File: config.mk
export PLATFORM = sky130hd
export DESIGN_NAME = scalar_kalman_filter
export DESIGN_NICKNAME = d
export VERILOG_FILES = /design/src/sv/skf_pkg.sv /design/src/sv/skf_datapath.sv /design/src/sv/skf_ctrl.sv /design/src/sv/scalar_kalman_filter.sv
export SDC_FILE = /design/constraint.sdc
export NUM_CORES = 2
export LEC_CHECK = 0
export BUFFER_PORTS_ARGS = -buffer_cell sky130_fd_sc_hd__buf_2
export CORE_UTILIZATION = 40
export DETAILED_ROUTE_END_ITERATION = 10
export PLACE_DENSITY = 0.54
export SLEW_MARGIN = 30
export SYNTH_ARGS = -nofsm -noshare
export SYNTH_HDL_FRONTEND = slang
export SYNTH_SLANG_ARGS = --single-unit
File: constraint.sdc
create_clock -name i_clk -period 12.1 [get_ports i_clk]
set_clock_uncertainty 0.15 [all_clocks]
set_input_delay 0.605 -clock i_clk [delete_from_list [all_inputs] [get_ports i_clk]]
set_output_delay 0.605 -clock i_clk [all_outputs]
set_load 0.005 [all_outputs]
File: src/sv/skf_pkg.sv
// skf_pkg: shared widths, reset values, register indexes, FSM encoding and the
// command/status structs of the scalar Kalman filter.
// No dependencies; imported by skf_ctrl, skf_datapath and scalar_kalman_filter.
`default_nettype none

package skf_pkg;

    // Format of samples and of the fixed-point state
    localparam int SAMPLE_WIDTH = 16;
    localparam int FRAC_BITS    = 16;
    localparam int MEAS_W       = 16;
    localparam int DATA_W       = 32;

    // Gain is Q0.GAIN_BITS; one extra bit holds exactly one
    localparam int GAIN_BITS = 16;
    localparam int GAIN_W    = GAIN_BITS + 1;

    // Divider and multiplier widths
    localparam int DEN_W     = DATA_W + 1;
    localparam int REM_W     = DATA_W + 2;
    localparam int PROD_W    = DATA_W + GAIN_W;
    localparam int DIV_STEPS = GAIN_W;
    localparam int STEP_W    = $clog2(DIV_STEPS);

    localparam logic [GAIN_W-1:0] GAIN_ONE  = GAIN_W'(1) << GAIN_BITS;
    localparam logic [PROD_W-1:0] GAIN_HALF = PROD_W'(1) << (GAIN_BITS - 1);

    localparam logic [MEAS_W-1:0] SAMPLE_MASK = MEAS_W'((64'd1 << SAMPLE_WIDTH) - 64'd1);
    localparam logic [63:0]       DATA_MAX    = (64'd1 << DATA_W) - 64'd1;

    // Configuration registers
    localparam int CFG_IDX_W = 1;
    localparam logic [CFG_IDX_W-1:0] CFG_PROCESS_NOISE = CFG_IDX_W'(0);
    localparam logic [CFG_IDX_W-1:0] CFG_MEAS_NOISE    = CFG_IDX_W'(1);

    localparam logic [DATA_W-1:0] PROCESS_NOISE_RESET = DATA_W'(6554);
    localparam logic [DATA_W-1:0] MEAS_NOISE_RESET    = DATA_W'(65536);

    typedef enum logic [7:0] {
        S_IDLE = 8'b0000_0001,
        S_PRED = 8'b0000_0010,
        S_DEN  = 8'b0000_0100,
        S_DIV  = 8'b0000_1000,
        S_MULX = 8'b0001_0000,
        S_UPDX = 8'b0010_0000,
        S_UPDP = 8'b0100_0000,
        S_LOAD = 8'b1000_0000
    } t_state;

    typedef struct packed {
        logic load_in;
        logic pred;
        logic den;
        logic div_step;
        logic mulx;
        logic updx;
        logic updp;
        logic load_out;
    } t_cmd;

    typedef struct packed {
        logic div_last;
    } t_status;

endpackage

`default_nettype wire

File: src/sv/skf_datapath.sv
// skf_datapath: configuration registers, filter state, serial gain divider,
// shared 17x32 multiplier and the output word register.
// Depends on skf_pkg; driven by commands from skf_ctrl.
`default_nettype none

module skf_datapath (
    input  wire logic                          i_clk,
    input  wire logic                          i_rst_n,
    input  wire logic                          i_cfg_we,
    input  wire logic [skf_pkg::CFG_IDX_W-1:0] i_cfg_index,
    input  wire logic [skf_pkg::DATA_W-1:0]    i_cfg_data,
    input  wire logic [skf_pkg::MEAS_W-1:0]    i_measurement,
    input  wire skf_pkg::t_cmd                 i_cmd,
    output skf_pkg::t_status                   o_status,
    output logic      [skf_pkg::DATA_W-1:0]    o_estimate,
    output logic      [skf_pkg::GAIN_W-1:0]    o_gain
);
    import skf_pkg::*;

    logic [DATA_W-1:0] r_q, r_r, r_est, r_cov;
    logic [DATA_W-1:0] r_sample, r_pm, r_diff;
    logic [DEN_W-1:0]  r_den;
    logic              r_den_zero, r_dir;
    logic [REM_W-1:0]  r_rem;
    logic [GAIN_W-1:0] r_quo, r_gain;
    logic [STEP_W-1:0] r_step;
    logic [PROD_W-1:0] r_prod;
    logic [DATA_W-1:0] r_out_est;
    logic [GAIN_W-1:0] r_out_gain;

    logic [MEAS_W-1:0] sample;
    logic [63:0]       scaled;
    logic [DATA_W-1:0] scaled_sat;
    logic [DATA_W:0]   pm_sum;
    logic [DATA_W-1:0] pm_sat;
    logic [DEN_W-1:0]  den_sum;
    logic              ge;
    logic [REM_W-1:0]  rem_diff, rem_keep;
    logic [GAIN_W-1:0] gain_eff, mul_a;
    logic [DATA_W-1:0] mul_b;
    logic [PROD_W-1:0] product, prod_rnd;
    logic [DATA_W-1:0] rounded, est_next;

    always_comb begin
        sample     = i_measurement & SAMPLE_MASK;
        scaled     = 64'(sample) << FRAC_BITS;
        scaled_sat = (scaled > DATA_MAX) ? '1 : scaled[DATA_W-1:0];

        // predicted covariance, saturating
        pm_sum = {1'b0, r_cov} + {1'b0, r_q};
        pm_sat = pm_sum[DATA_W] ? '1 : pm_sum[DATA_W-1:0];
        den_sum = {1'b0, r_pm} + {1'b0, r_r};

        // one restoring division step
        ge       = r_rem >= REM_W'(r_den);
        rem_diff = r_rem - REM_W'(r_den);
        rem_keep = ge ? rem_diff : r_rem;

        // zero denominator gives zero gain
        if (r_den_zero) begin
            gain_eff = '0;
        end else if (r_quo > GAIN_ONE) begin
            gain_eff = GAIN_ONE;
        end else begin
            gain_eff = r_quo;
        end

        // shared multiplier: gain*|d| first, then (1-gain)*pm
        if (i_cmd.mulx) begin
            mul_a = gain_eff;
            mul_b = r_diff;
        end else begin
            mul_a = GAIN_ONE - r_gain;
            mul_b = r_pm;
        end
        product = PROD_W'(mul_a) * PROD_W'(mul_b);

        prod_rnd = (r_prod + GAIN_HALF) >> GAIN_BITS;
        rounded  = prod_rnd[DATA_W-1:0];
        est_next = r_dir ? (r_est + rounded) : (r_est - rounded);
    end

    assign o_status.div_last = (r_step == STEP_W'(DIV_STEPS - 1));

    // Configuration and filter state
    always_ff @(posedge i_clk) begin
        if (!i_rst_n) begin
            r_q   <= PROCESS_NOISE_RESET;
            r_r   <= MEAS_NOISE_RESET;
            r_est <= '0;
            r_cov <= '0;
        end else begin
            if (i_cfg_we) begin
                unique case (i_cfg_index)
                    CFG_PROCESS_NOISE: r_q <= i_cfg_data;
                    CFG_MEAS_NOISE:    r_r <= i_cfg_data;
                    default:           ;
                endcase
            end
            if (i_cmd.updx) begin
                r_est <= est_next;
            end
            if (i_cmd.updp) begin
                r_cov <= rounded;
            end
        end
    end

    // Working registers
    always_ff @(posedge i_clk) begin
        if (i_cmd.load_in) begin
            r_sample <= scaled_sat;
        end
        if (i_cmd.pred) begin
            r_pm <= pm_sat;
        end
        if (i_cmd.den) begin
            r_den      <= den_sum;
            r_den_zero <= (den_sum == '0);
            r_rem      <= REM_W'(r_pm);
            r_quo      <= '0;
            r_step     <= '0;
            r_dir      <= (r_sample >= r_est);
            r_diff     <= (r_sample >= r_est) ? (r_sample - r_est) : (r_est - r_sample);
        end
        if (i_cmd.div_step) begin
            r_quo  <= {r_quo[GAIN_W-2:0], ge};
            r_rem  <= {rem_keep[REM_W-2:0], 1'b0};
            r_step <= r_step + STEP_W'(1);
        end
        if (i_cmd.mulx) begin
            r_gain <= gain_eff;
            r_prod <= product;
        end
        if (i_cmd.updx) begin
            r_prod <= product;
        end
        if (i_cmd.load_out) begin
            r_out_est  <= r_est;
            r_out_gain <= r_gain;
        end
    end

    assign o_estimate = r_out_est;
    assign o_gain     = r_out_gain;

endmodule

`default_nettype wire

File: src/sv/skf_ctrl.sv
// skf_ctrl: sequencing state machine and output valid flag of the filter.
// Depends on skf_pkg; issues t_cmd to skf_datapath and reads its t_status.
`default_nettype none

module skf_ctrl (
    input  wire logic             i_clk,
    input  wire logic             i_rst_n,
    input  wire logic             i_in_valid,
    output logic                  o_in_ready,
    output logic                  o_out_valid,
    input  wire logic             i_out_ready,
    input  wire skf_pkg::t_status i_status,
    output skf_pkg::t_cmd         o_cmd
);
    import skf_pkg::*;

    t_state r_state, n_state;
    logic   r_out_valid, n_out_valid;
    t_cmd   cmd;

    always_comb begin
        n_state = r_state;
        cmd     = '0;
        unique case (r_state)
            S_IDLE: begin
                if (i_in_valid) begin
                    cmd.load_in = 1'b1;
                    n_state     = S_PRED;
                end
            end
            S_PRED: begin
                cmd.pred = 1'b1;
                n_state  = S_DEN;
            end
            S_DEN: begin
                cmd.den = 1'b1;
                n_state = S_DIV;
            end
            S_DIV: begin
                cmd.div_step = 1'b1;
                if (i_status.div_last) begin
                    n_state = S_MULX;
                end
            end
            S_MULX: begin
                cmd.mulx = 1'b1;
                n_state  = S_UPDX;
            end
            S_UPDX: begin
                cmd.updx = 1'b1;
                n_state  = S_UPDP;
            end
            S_UPDP: begin
                cmd.updp = 1'b1;
                n_state  = S_LOAD;
            end
            S_LOAD: begin
                // hold until the output register is free
                if (!r_out_valid || i_out_ready) begin
                    cmd.load_out = 1'b1;
                    n_state      = S_IDLE;
                end
            end
            default: n_state = S_IDLE;
        endcase

        if (cmd.load_out) begin
            n_out_valid = 1'b1;
        end else if (i_out_ready) begin
            n_out_valid = 1'b0;
        end else begin
            n_out_valid = r_out_valid;
        end
    end

    always_ff @(posedge i_clk) begin
        if (!i_rst_n) begin
            r_state     <= S_IDLE;
            r_out_valid <= 1'b0;
        end else begin
            r_state     <= n_state;
            r_out_valid <= n_out_valid;
        end
    end

    assign o_in_ready  = (r_state == S_IDLE);
    assign o_out_valid = r_out_valid;
    assign o_cmd       = cmd;

    a_accept_starts: assert property (@(posedge i_clk) disable iff (!i_rst_n)
        (i_in_valid && o_in_ready) |=> (r_state == S_PRED))
        else $error("accepted word did not start prediction");

    a_div_exit: assert property (@(posedge i_clk) disable iff (!i_rst_n)
        (r_state == S_DIV && i_status.div_last) |=> (r_state == S_MULX))
        else $error("divider did not hand over to multiply");

    a_load_sets_valid: assert property (@(posedge i_clk) disable iff (!i_rst_n)
        cmd.load_out |=> r_out_valid)
        else $error("output load did not raise valid");

    a_load_waits: assert property (@(posedge i_clk) disable iff (!i_rst_n)
        (r_state == S_LOAD && r_out_valid && !i_out_ready) |=> (r_state == S_LOAD))
        else $error("result overwrote an untaken output word");

endmodule

`default_nettype wire

File: src/sv/scalar_kalman_filter.sv
// scalar_kalman_filter: top level of the one-dimensional fixed-point Kalman filter.
// Depends on skf_pkg, skf_ctrl and skf_datapath.
//
//   Channel   Handshake                  Payload
//   input     i_in_valid / o_in_ready    i_measurement  (16 b, raw sample)
//   output    o_out_valid / i_out_ready  o_estimate (32 b, Q16.16), o_gain (17 b, Q0.16)
//   config    i_cfg_we (no wait)         i_cfg_index, i_cfg_data (32 b)
//
// Each word runs from acceptance to result loading through prediction,
// denominator, 17 steps of the restoring gain divider, then two passes through
// the shared 17x32 multiplier and the output load.
// The next word is accepted the cycle after the result is loaded, while that
// result may still sit in the output register.
// A stalled output holds the finished word in the load state until the output
// register frees up. Reset is synchronous, active low: estimate and covariance
// go to zero, process noise to 6554 and measurement noise to 65536.
`default_nettype none

module scalar_kalman_filter (
    input  wire logic                          i_clk,
    input  wire logic                          i_rst_n,
    // configuration
    input  wire logic                          i_cfg_we,
    input  wire logic [skf_pkg::CFG_IDX_W-1:0] i_cfg_index,
    input  wire logic [skf_pkg::DATA_W-1:0]    i_cfg_data,
    // input word
    input  wire logic                          i_in_valid,
    output logic                               o_in_ready,
    input  wire logic [skf_pkg::MEAS_W-1:0]    i_measurement,
    // output word
    output logic                               o_out_valid,
    input  wire logic                          i_out_ready,
    output logic      [skf_pkg::DATA_W-1:0]    o_estimate,
    output logic      [skf_pkg::GAIN_W-1:0]    o_gain
);
    import skf_pkg::*;

    // commands from the sequencer, status back from the datapath
    t_cmd    cmd;
    t_status status;

    // Sequencer: steps each word through predict, divide, multiply, update
    skf_ctrl u_ctrl (
        .i_clk       (i_clk),
        .i_rst_n     (i_rst_n),
        .i_in_valid  (i_in_valid),
        .o_in_ready  (o_in_ready),
        .o_out_valid (o_out_valid),
        .i_out_ready (i_out_ready),
        .i_status    (status),
        .o_cmd       (cmd)
    );

    // Datapath: holds Q, R, estimate, covariance and the output word
    skf_datapath u_datapath (
        .i_clk         (i_clk),
        .i_rst_n       (i_rst_n),
        .i_cfg_we      (i_cfg_we),
        .i_cfg_index   (i_cfg_index),
        .i_cfg_data    (i_cfg_data),
        .i_measurement (i_measurement),
        .i_cmd         (cmd),
        .o_status      (status),
        .o_estimate    (o_estimate),
        .o_gain        (o_gain)
    );

endmodule

`default_nettype wire

==> impl_metrics.csv <==
group,metric,value,unit
flow_run,cap_violations,0,
worst_setup_path,r2r_cells,28,
worst_setup_path,crit_fanout,54,
global_route,overflow,0,
global_route,globalRouteTotalUtil,24.2,%
worst_setup_path,path_common_cell,"fa_1",
worst_setup_path,arrival,9.68,ns
logic_synthesis,syn-num-nets,5304,
logic_synthesis,syn_avg_cell_area,9.05,µm²
worst_hold_path,holdPathEnd,"u_datapath.r_sample[31]$_DFFE_PP_",
timing,post-route-min-period,9.50,ns
global_route,grt_pass1_wl,190000,µm
logic_synthesis,ys_ff_latch,407,
logic_synthesis,synthFlopType,"edfxtp_1",
layout,fill_cells,9958,
place,place_area,43000,µm²
layout,multi_input_area,27000,µm²
global_route,grt_max_degree,73,
power,power.leakage,20.7,nW
clock_tree,root_buffer,"clkbuf_16",
clock_tree,clock_sinks,407,
timing,max_freq,0.105,GHz
timing,finalMaxSlewViolations,0,
worst_setup_path,required,12.28,ns
worst_setup_path,cpMaxStageDelayCell,"a21o_1",
die,start_util,40.6,%
detailed_routing,num_vias,31487,
layout,drive_gt1_share,6.39,%
logic_synthesis,ys_seq_area_share,26.5,%
clock_tree,ctsResizeCount,0,
worst_hold_path,min_from,"i_measurement[15]",
clock_tree,cts_made_buffers,47,
power,p_per_area,271,nW/µm²
die,die_x,322,µm
detailed_routing,routed_wl,124000,µm
power,total_power,12.1,mW
logic_synthesis,synth-edff-count,269,
timing,finalSetupViolCount,0,
worst_setup_path,path_class,"flop to flop",
place,io_buffers,104,
die,dieArea,103000,µm²
timing,period_share,78.5,%
logic_synthesis,synth_top_cell_by_area,"fa_1",
die,fp.dieH,322,µm
worst_setup_path,r2r_setup_slack,2.60,ns
detailed_routing,drt_pass1_iterations,5,
detailed_routing,drc,0,
worst_setup_path,startpoint_type,"flop",
clock_tree,tritoncts,"done",
clock_tree,htree_levels,2,
worst_hold_path,min_path_cells,1,
worst_setup_path,r2r_start,"u_ctrl.r_state[0]$_SDFFE_PN1P_",
detailed_routing,drt_iter0_drc,2322,
global_route,antenna_found_initial,6,
worst_setup_path,cp-end-kind,"flop",
logic_synthesis,netlist_instances,4518,
place,place_congestion,0.925,
clock_tree,post_cts_buffers,0,
timing,maxSlewHeadroom,28.8,%
timing,setup_tns,0,ns
power,ir_drop,0.392,mV
place,dp_hpwl,98800,µm
worst_hold_path,hold_path.class,"primary input to flop",
detailed_routing,vias_per_cell,5.28,
timing,hold_viol_final,0,
clock_tree,cts_hold_buf,0,
logic_synthesis,yosys-top-cells-area,"fa_1 (22%), edfxtp_1 (20%), ha_1 (8.6%)",
worst_setup_path,r2r_end,"u_datapath.r_prod[47]$_DFFE_PP_",
detailed_routing,ant_nets,0,
layout,ff_latch_area,10800,µm²
layout,final_cell_area,44700,µm²
logic_synthesis,async_flop_share,0,%
worst_setup_path,max_stage_delay,0.60,ns
die,num_rows,116,
logic_synthesis,yosysWarnings,0,
timing,worst_pin_slew,1.04,ns
die,core_region_area,101000,µm²
layout,syn2layout_area_growth,9.34,%
logic_synthesis,synth.top_cell.area_share,22.1,%
clock_tree,clk_pin_slew_worst_paths,0.06,ns
die,pin_count,105,
timing,grt_setup_unrepaired,"false",
detailed_routing,wire_per_inst,20.8,µm
logic_synthesis,synth_cell_types,81,
clock_tree,insertion_delay,0.61,ns
logic_synthesis,netlist_area,40900,µm²
global_route,grt_pass1_vias,31330,
timing,fin_hold_ws,0.0342,ns
layout,layout.nets,5351,
clock_tree,clk_path_buf_depth,3,
outcome,status,"finished, final reports clean",
## where the power goes
group	internal [mW]	switching [mW]
registers	1.96	0.0822
clock network	0.912	0.627
logic	3.16	5.36
total	6.04	6.07
## synthesized netlist by cell type (all sizes together) (29+ instances only)
cell	number
a21boi	77
a21o	86
a21oi	184
and2	79
and3	31
clkbuf	148
dfxtp	138
edfxtp	269
fa	451
ha	281
inv	656
mux2i	63
nand2	781
nand2b	29
nand3	54
nand4	33
nor2	331
nor2b	32
nor3	44
o211a	34
o21a	29
o21ai	145
xnor2	162
xor2	90
## through the flow
step / worst slack [ns] / std cells / util [%]
2_1_floorplan: 3.67 / 4518 / -
3_3_place_gp: 3.01 / 5873 / 42.7
3_5_place_dp: 2.83 / 5873 / 42.7
4_1_cts: 2.76 / 5961 / 44.4
5_1_grt: 2.15 / 5961 / 44.4
6_report: 2.60 / 5963 / 44.4
## area by class of cell
class	instances	area share, %
clock buffer	59	2.97
sequential	407	24.3
antenna	2	0.0112
clock inverter	29	0.748
tap	1357	3.80
timing repair buffer	164	2.18
multi-input combinational	3289	60.5
inverter	656	5.51
## metal layers
layer / vias up / track usage, % / share of wire (%)
met5: - / 0 / 0
met4: 0 / 7.89 / 3.4
met3: 166 / 2.69 / 5.5
met2: 902 / 38.4 / 45
met1: 15524 / 34.3 / 46
li1: 14895 / - / -
## cells by family (layout without fill, tap and decap cells)
group,count (synthesis),after routing,synth area share (%)
and+or+nand+nor,1511,1511,16.3
buffers and inverters,822,908,7.60
adders and majority gates,732,732,30.7
AOI/OAI and AO/OA,731,731,11.9
DFF,407,407,26.5
xor gates and xnor gates,252,252,5.40
muxes,63,63,1.54
other,0,2,0
## worst max-delay path: cells and delay by family, from the launching register on
kind	cells	cell delay [ns]
adders and majority gates	7	3.49
and+or+nand+nor	6	1.44
DFF	1	0.36
xor gates and xnor gates	1	0.14
buffers and inverters	5	0.87
AOI/OAI and AO/OA	9	2.76
## flip-flops by register name, indices dropped and copies added (netlist names), 5 cells and up
signal	count
u_datapath.r_step	5
u_datapath.r_gain	17
u_datapath.r_sample	16
u_datapath.r_est	32
u_datapath.r_rem	34
u_datapath.r_pm	32
u_datapath.r_diff	32
u_datapath.o_gain	17
u_datapath.r_den	33
u_datapath.r_cov	32
u_datapath.o_estimate	32
u_ctrl.r_state	8
u_datapath.r_r	32
u_datapath.r_prod	33
u_datapath.r_quo	17
u_datapath.r_q	32
## placed cells by master, fill, tap and decap left out, drive strengths merged, types with 63 or more instances in the layout
master    n
a21o     86
nand2   781
o21ai   145
a21oi   184
xor2     90
edfxtp  269
a21boi   77
mux2i    63
fa      451
dfxtp   138
xnor2   162
inv     660
and2     79
buf     164
ha      281
nor2    331
## worst max path at each step
stage | start | to | slack, ns | cells past startpoint
2_1_floorplan | u_ctrl.r_state[0]$_SDFFE_PN1P_ | u_datapath.r_prod[47]$_DFFE_PP_ | 3.67 | 30
3_3_place_gp | u_datapath.r_gain[6]$_DFFE_PN_ | u_datapath.r_prod[47]$_DFFE_PP_ | 3.01 | 27
4_1_cts | u_datapath.r_gain[6]$_DFFE_PN_ | u_datapath.r_prod[47]$_DFFE_PP_ | 2.76 | 27
6_report | u_ctrl.r_state[0]$_SDFFE_PN1P_ | u_datapath.r_prod[47]$_DFFE_PP_ | 2.60 | 28
5_1_grt | u_ctrl.r_state[0]$_SDFFE_PN1P_ | u_datapath.r_prod[45]$_DFFE_PP_ | 2.15 | 28
3_5_place_dp | u_ctrl.r_state[0]$_SDFFE_PN1P_ | u_datapath.r_prod[47]$_DFFE_PP_ | 2.83 | 28
Note: power is estimated with default switching activity, not from simulation.
